[src/hw/rtl/tdpt_pkg.sv]
// Shared constants for the trial-division prime test unit.
package tdpt_pkg;

	// Width of the candidate field on the input channel.
	localparam int CAND_BITS = 32;

	// Default width of the arithmetic datapath.
	localparam int VALUE_BITS_DEF = 32;

	// Smallest divisor tried, and the smallest prime.
	localparam int FIRST_DIVISOR = 2;

endpackage

[src/hw/rtl/tdpt_divider.sv]
// Bit-serial restoring divider: one quotient bit per cycle.
module tdpt_divider import tdpt_pkg::*; #(
	parameter int VALUE_BITS = VALUE_BITS_DEF
) (
	input  logic                                   clk,
	input  logic                                   arst_n,
	input  logic                                   start,
	input  logic [VALUE_BITS-1:0]                  dividend,
	input  logic [(VALUE_BITS+1)/2:0]              divisor,
	output logic                                   done,
	output logic [VALUE_BITS-1:0]                  quotient,
	output logic [(VALUE_BITS+1)/2:0]              remainder
);

	localparam int DW = (VALUE_BITS + 1) / 2 + 1;
	localparam int CW = $clog2(VALUE_BITS);

	logic            busy_q;
	logic            done_q;
	logic [CW-1:0]   cnt_q;
	logic [VALUE_BITS-1:0] dvd_q;
	logic [VALUE_BITS-1:0] quo_q;
	logic [DW-1:0]   rem_q;
	logic [DW-1:0]   dsr_q;

	logic [DW:0]     trial;
	logic [DW:0]     diff;
	logic            fits;
	logic [DW-1:0]   rem_nxt;

	// Shift the next dividend bit into the partial remainder; subtract when it fits.
	always_comb begin
		trial   = {rem_q, dvd_q[VALUE_BITS-1]};
		diff    = trial - {1'b0, dsr_q};
		fits    = trial >= {1'b0, dsr_q};
		rem_nxt = fits ? diff[DW-1:0] : trial[DW-1:0];
	end

	always_ff @(posedge clk or negedge arst_n) begin
		if (!arst_n) begin
			busy_q <= 1'b0;
			done_q <= 1'b0;
			cnt_q  <= '0;
		end else if (start) begin
			busy_q <= 1'b1;
			done_q <= 1'b0;
			cnt_q  <= '0;
		end else if (busy_q) begin
			cnt_q <= cnt_q + 1'b1;
			if (cnt_q == CW'(VALUE_BITS - 1)) begin
				busy_q <= 1'b0;
				done_q <= 1'b1;
			end
		end else begin
			done_q <= 1'b0;
		end
	end

	always_ff @(posedge clk) begin
		if (start) begin
			dvd_q <= dividend;
			dsr_q <= divisor;
			rem_q <= '0;
			quo_q <= '0;
		end else if (busy_q) begin
			dvd_q <= {dvd_q[VALUE_BITS-2:0], 1'b0};
			rem_q <= rem_nxt;
			quo_q <= {quo_q[VALUE_BITS-2:0], fits};
		end
	end

	assign done      = done_q;
	assign quotient  = quo_q;
	assign remainder = rem_q;

endmodule

[src/hw/rtl/trial_division_prime_test_unit.sv]
// Top level of the trial-division prime test unit.
//
//   channel   direction  handshake                  payload
//   cand      in         cand_valid / cand_stall    candidate[31:0]
//   result    out        result_valid / result_stall is_prime
//
// Search: each divisor is one pass of the bit-serial divider, which yields
//   quotient and remainder together; divisors are tried one at a time, and
//   candidates 0 and 1 skip the divider. A 32-bit prime near 2^32 tries about
//   65535 divisors.
// Reset: arst_n clears the control state; the block is then idle and ready.
// Stalls: the result sits in an output register, so a new item is taken while it
//   waits; a finished search holds until that register is free.
module trial_division_prime_test_unit import tdpt_pkg::*; #(
	parameter int VALUE_BITS = VALUE_BITS_DEF
) (
	input  logic                 clk,
	input  logic                 arst_n,
	input  logic                 cand_valid,
	output logic                 cand_stall,
	input  logic [CAND_BITS-1:0] candidate,
	output logic                 result_valid,
	input  logic                 result_stall,
	output logic                 is_prime
);

	localparam int DW = (VALUE_BITS + 1) / 2 + 1;

	typedef enum logic [2:0] {
		ST_IDLE   = 3'b001,
		ST_RUN    = 3'b010,
		ST_FINISH = 3'b100
	} state_t;

	state_t                state_q;
	logic [VALUE_BITS-1:0] cand_q;
	logic [DW-1:0]         dvs_q;
	logic                  res_q;
	logic                  result_valid_q;
	logic                  is_prime_q;

	logic [VALUE_BITS-1:0] cand_in;
	logic                  accept;
	logic                  out_free;
	logic                  div_start;
	logic [VALUE_BITS-1:0] div_dividend;
	logic [DW-1:0]         div_divisor;
	logic                  div_done;
	logic [VALUE_BITS-1:0] div_quo;
	logic [DW-1:0]         div_rem;
	logic                  past_bound;
	logic                  exact;

	// Keep only the low VALUE_BITS of the candidate.
	assign cand_in    = VALUE_BITS'(candidate);
	assign cand_stall = (state_q != ST_IDLE);
	assign accept     = cand_valid && !cand_stall;
	assign out_free   = !result_valid_q || !result_stall;

	// The search ends once the divisor exceeds candidate / divisor.
	assign past_bound = VALUE_BITS'(dvs_q) > div_quo;
	assign exact      = (div_rem == '0);

	// Launch a division on a fresh candidate of at least FIRST_DIVISOR, or on the next divisor when the
	// last one left a remainder and the bound still holds.
	always_comb begin
		div_start    = 1'b0;
		div_dividend = cand_q;
		div_divisor  = DW'(dvs_q + 1'b1);
		case (state_q)
			ST_IDLE: begin
				div_dividend = cand_in;
				div_divisor  = DW'(FIRST_DIVISOR);
				div_start    = accept && (cand_in >= VALUE_BITS'(FIRST_DIVISOR));
			end
			ST_RUN: begin
				div_start = div_done && !past_bound && !exact;
			end
			default: begin
				div_start = 1'b0;
			end
		endcase
	end

	always_ff @(posedge clk or negedge arst_n) begin
		if (!arst_n) begin
			state_q        <= ST_IDLE;
			result_valid_q <= 1'b0;
		end else begin
			if (result_valid_q && !result_stall) begin
				result_valid_q <= 1'b0;
			end
			case (state_q)
				ST_IDLE: begin
					if (accept) begin
						// Zero and one skip the search entirely.
						state_q <= (cand_in >= VALUE_BITS'(FIRST_DIVISOR)) ?
							ST_RUN : ST_FINISH;
					end
				end
				ST_RUN: begin
					if (div_done && (past_bound || exact)) begin
						state_q <= ST_FINISH;
					end
				end
				ST_FINISH: begin
					if (out_free) begin
						result_valid_q <= 1'b1;
						state_q        <= ST_IDLE;
					end
				end
				default: begin
					state_q <= ST_IDLE;
				end
			endcase
		end
	end

	// Datapath registers: candidate, current divisor, verdict, output payload.
	always_ff @(posedge clk) begin
		if (accept) begin
			cand_q <= cand_in;
			res_q  <= 1'b0;
		end
		if (div_start) begin
			dvs_q <= div_divisor;
		end
		if (state_q == ST_RUN && div_done) begin
			// Past the bound with no exact divisor means prime.
			res_q <= past_bound;
		end
		if (state_q == ST_FINISH && out_free) begin
			is_prime_q <= res_q;
		end
	end

	tdpt_divider #(
		.VALUE_BITS(VALUE_BITS)
	) u_div (
		.clk       (clk),
		.arst_n    (arst_n),
		.start     (div_start),
		.dividend  (div_dividend),
		.divisor   (div_divisor),
		.done      (div_done),
		.quotient  (div_quo),
		.remainder (div_rem)
	);

	assign result_valid = result_valid_q;
	assign is_prime     = is_prime_q;

endmodule

[config.mk]
export PLATFORM = sky130hd
export DESIGN_NAME = trial_division_prime_test_unit
export DESIGN_NICKNAME = d
export VERILOG_FILES = /design/src/hw/rtl/tdpt_pkg.sv /design/src/hw/rtl/tdpt_divider.sv /design/src/hw/rtl/trial_division_prime_test_unit.sv
export SDC_FILE = /design/constraint.sdc
export NUM_CORES = 1
export LEC_CHECK = 0
export ABC_AREA = 1
export BUFFER_PORTS_ARGS = -buffer_cell sky130_fd_sc_hd__buf_2
export CORE_MARGIN = 3
export CORE_UTILIZATION = 26
export CTS_CLUSTER_DIAMETER = 80
export DETAILED_ROUTE_END_ITERATION = 12
export PLACE_DENSITY = 0.37
export SLEW_MARGIN = 25
export SYNTH_ARGS = -nofsm -noshare
export SYNTH_HDL_FRONTEND = slang
export SYNTH_HIERARCHICAL = 1
export SYNTH_SLANG_ARGS = --single-unit
[constraint.sdc]
create_clock -name clk -period 6.7 [get_ports clk]
set_input_delay 1.005 -clock clk [delete_from_list [all_inputs] [get_ports clk]]
set_output_delay 1.005 -clock clk [all_outputs]
set_load 0.03 [all_outputs]
==> metrics.md <==
| Metric | Value |
|---|---|
| Die W | `between 150 and 200 um` |
| Fmax | `about 230 MHz` |
| GR Overflow Total | `0` |
| Largest net degree at the start of global routing | `58` |
| H-tree Lvls | `4` |
| Num CTS Buffers | `17` |
| Synth Area per Inst | `about 8.3 um^2` |
| Post-Synthesis Cell Area | `around 8400 um^2` |
| Sum Neg Setup Slack | `0 ns` |
| EDFF count, synth | `100` |
| WL final | `~20 mm` |
| Setup crit start kind | `input port` |
| Maximum VDD drop | `between 0.00015 and 0.0002 V` |
| Fin crit period | `roughly 4.3 ns` |
| Ranking of synthesized cells by area | `edfxtp_1 (36%), nand2_1 (16%), dfxtp_1 (12%)` |
| Avg WL per Cell | `between 10 and 15 um` |
| Flops & latches, synth | `160` |
| Clk sink count | `160` |
| Final Hold Viols | `0` |
| PD cells | `roughly 500 nW/um^2` |
| Clock skew | `0.0159 ns` |
| Fill cell total of the finished layout | `between 3000 and 4000` |
| Cts hold-fix bufs | `0` |
| CTS tree | `yes` |
| Via count | `approximately 6400` |
| Crit path cell chain | `buf_2, nor4_1, nand4_1, or2_2, nand2_1, o21ai_4, buf_4, nor2_1, buf_4, clkinv_1, o21ai_0` |
| Top_reg_cell synth | `edfxtp_1` |
| Final setup violating endpoints | `0` |
| Post-Place Cells | `1428` |
| Slew Limit Fails | `0` |
| Critical Path RT | `around 7 ns` |
| Initial core utilization | `0.265` |
| Max clock buf depth | `2` |
| Share of flip-flops with an asynchronous set or reset | `0.0688` |
| Post-layout net count | `approximately 1100` |
| Core Footprint | `between 30000 and 40000 um^2` |
| Worst Setup Path Type | `input port to flop` |
| Most frequent CP cell | `buf_4` |
| Measured slew at the worst slew-check pin | `about 0.99 ns` |
| Pleak | `roughly 4.3 nW` |
| First-pass GRT wire length | `32.9 mm` |
| Setup Fix Bufs, Post-CTS | `0` |
| Initial antenna violation count | `0` |
| Root Driver | `clkbuf_16` |
| Mapped Nets | `roughly 1100` |
| Antenna Cells | `0` |
| Post-route ant nets | `0` |
| Synth cell types | `49` |
| Hpwl dp | `around 14 mm` |
| Synth-to-layout area growth | `14.5%` |
| RD Place Congestion | `between 0.7 and 0.8` |
| Cell Rows | `between 60 and 70` |
| Hold crit path type | `input port to asynchronous set/reset pin` |
| Largest stage delay, worst path | `~0.85 ns` |
| Finished Cell Area | `about 9600 um^2` |
| Yosys top cell by area | `edfxtp_1` |
| Layout cells sized above 1 | `0.117` |
| Clk_lat worst skew | `0.43 ns` |
| MaxCap Viol Count | `0` |
| Slowest cell on crit path | `clkinv_1` |
| Status | `finished, final reports clean` |
| Critical Path Fanout Max | `46` |
| Die area | `between 30000 and 40000 um^2` |
| Critical Path Sink Type | `flop` |
| Flop2flop setup slack | `about 2.5 ns` |
| Non-filler cells, final | `approximately 1500` |
| Post-cts sizing count | `0` |
| GRT Util Overall | `0.122` |
| Synth warn | `6` |
| Vias in the first global route | `between 6000 and 7000` |
| Mapped Cells | `approximately 1000` |
| Yosys top cell area share | `0.358` |
| IO Count | `39` |
| Clock transition at path regs | `around 0.07 ns` |
| Initial drt markers | `337` |
| RSZ-0062 raised after global routing | `no` |
| Residual DRC | `0` |
| I/O Buffers | `38` |
| Die H | `186 um` |
| Arr. time, crit path | `between 4 and 5 ns` |
| DRT Pass-1 Iters | `4` |
| Sequential fraction of the synthesis area | `0.507` |
| Period utilization | `0.643` |
| Post-DP Area | `roughly 9000 um^2` |
| Routed via count divided by cell count | `4.37` |
| Max_slew headroom | `0.333` |
[path summary, 6_finish.rpt]
| check | from | end | cells after the start |
|---|---|---|---|
| worst max-delay path | candidate[27] | u_div/cnt_q[0] | 11 |
| worst min register to register | u_div/quotient[31] | u_div/quotient[31] | 2 |
| min in group clk | u_div/quotient[31] | u_div/quotient[31] | 2 |
| max in group asynchronous | arst_n | state_q[0] | 1 |
| worst max register to register | dvs_q[3] | u_div/cnt_q[0] | 19 |
| worst min-delay path | arst_n | result_valid | 1 |
[logic make-up after synthesis]
group,Yosys count,share of synthesized area
buffers and inverters,171,0.0811
xor gates and xnor gates,10,0.0104
DFF,160,0.507
adders and majority gates,38,0.0575
AOI/OAI and AO/OA,86,0.0609
and+or+nand+nor,545,0.283
[flip-flops by register name, summed over array words and instances, names as in the netlist]
register and count:
state_q 3, u_div/dsr_q 17, u_div/busy_q 1, cand_q 32, u_div/dvd_q 32, result_valid 1, u_div/done 1, u_div/remainder 17
is_prime 1, u_div/quotient 32, res_q 1, u_div/cnt_q 5, dvs_q 17
[worst max-delay path, delay by kind of cell]
family	cells	cell delay, ns
compound gates	2	0.71
simple gates	5	1.21
buf+inv	4	1.66
[layer usage]
| layer | track usage | vias up | routed length [um] |
|---|---|---|---|
| met5 | 0 | - | 0 |
| met1 | 0.177 | 2954 | 10700 |
| li1 | - | 3357 | - |
| met4 | 0.0331 | 0 | 260 |
| met2 | 0.185 | 54 | 9130 |
| met3 | 0.0227 | 17 | 357 |
[power by group]
part | switching, mW | internal, mW | leakage, nW | total, mW
logic | 1.45 | 0.747 | 2.47 | 2.20
clock network | 0.452 | 0.531 | 0.284 | 0.983
registers | 0.181 | 1.47 | 1.54 | 1.66
total | 2.09 | 2.75 | 4.29 | 4.84
[per-stage QoR]
| step | util | hold WS (ns) | worst slack (ns) | power (mW) |
|---|---|---|---|---|
| floorplan | - | 0.400 | 1.31 | 3.33 |
| global placement | 0.284 | 0.452 | 1.89 | 3.94 |
| detailed placement | 0.284 | 0.444 | 1.88 | 3.91 |
| CTS | 0.303 | 0.422 | 2.28 | 4.93 |
| global route | 0.303 | 0.428 | 2.03 | 5.31 |
| finish | 0.303 | 0.436 | 2.39 | 4.84 |
[layout make-up]
class / instances / area [um^2] / share of cell area
multi-input combinational: 679 / 3480 / 0.362
inverter: 143 / 537 / 0.0558
timing repair buffer: 44 / 235 / 0.0245
clock buffer: 17 / 425 / 0.0443
clock inverter: 15 / 170 / 0.0177
tap: 402 / 503 / 0.0523
sequential: 160 / 4260 / 0.443
[cell usage after synthesis, types with 2 or more instances]
library cell  instances
nor3_2                4
nor2_2                8
buf_4                 3
inv_1               138
nand3_1              48
o22ai_1              31
dfxtp_1              49
or2_2                 3
nand2_2              11
clkbuf_1             18
buf_2                 2
nor4_1               12
a211oi_1              2
edfxtp_1            100
clkinv_1              2
nand3_2               2
o21ai_2               4
inv_2                 3
xnor2_1               9
dfrtp_1              10
o21ai_0              13
a22o_1                2
buf_1                 2
nand3b_1              7
nand4_1              14
nor2_1               51
a21oi_1              24
nor2_4                5
ha_1                 37
o21ai_1               4
nand2_4               2
nor3_1               10
nand2_1             363
buf_6                 2
[placed cells by master, fill, tap and decap left out, types with 3 or more instances in the layout]
cell,n
buf_2,38
nor2_1,50
dfrtp_1,10
nand4_1,14
o22ai_1,31
buf_4,6
clkbuf_16,17
nor2_4,6
inv_8,4
edfxtp_1,100
clkinvlp_4,3
or2_2,3
nand2_2,11
nor2_2,8
nor3_2,3
nand3_1,48
xnor2_1,9
nand3b_1,7
inv_1,137
a21oi_1,24
o21ai_2,4
dfxtp_1,49
inv_6,3
inv_2,4
nor3_1,10
o21ai_0,12
nor4_1,12
o21ai_1,4
ha_1,37
nand2_1,363
(Power assumes the default switching activity.)
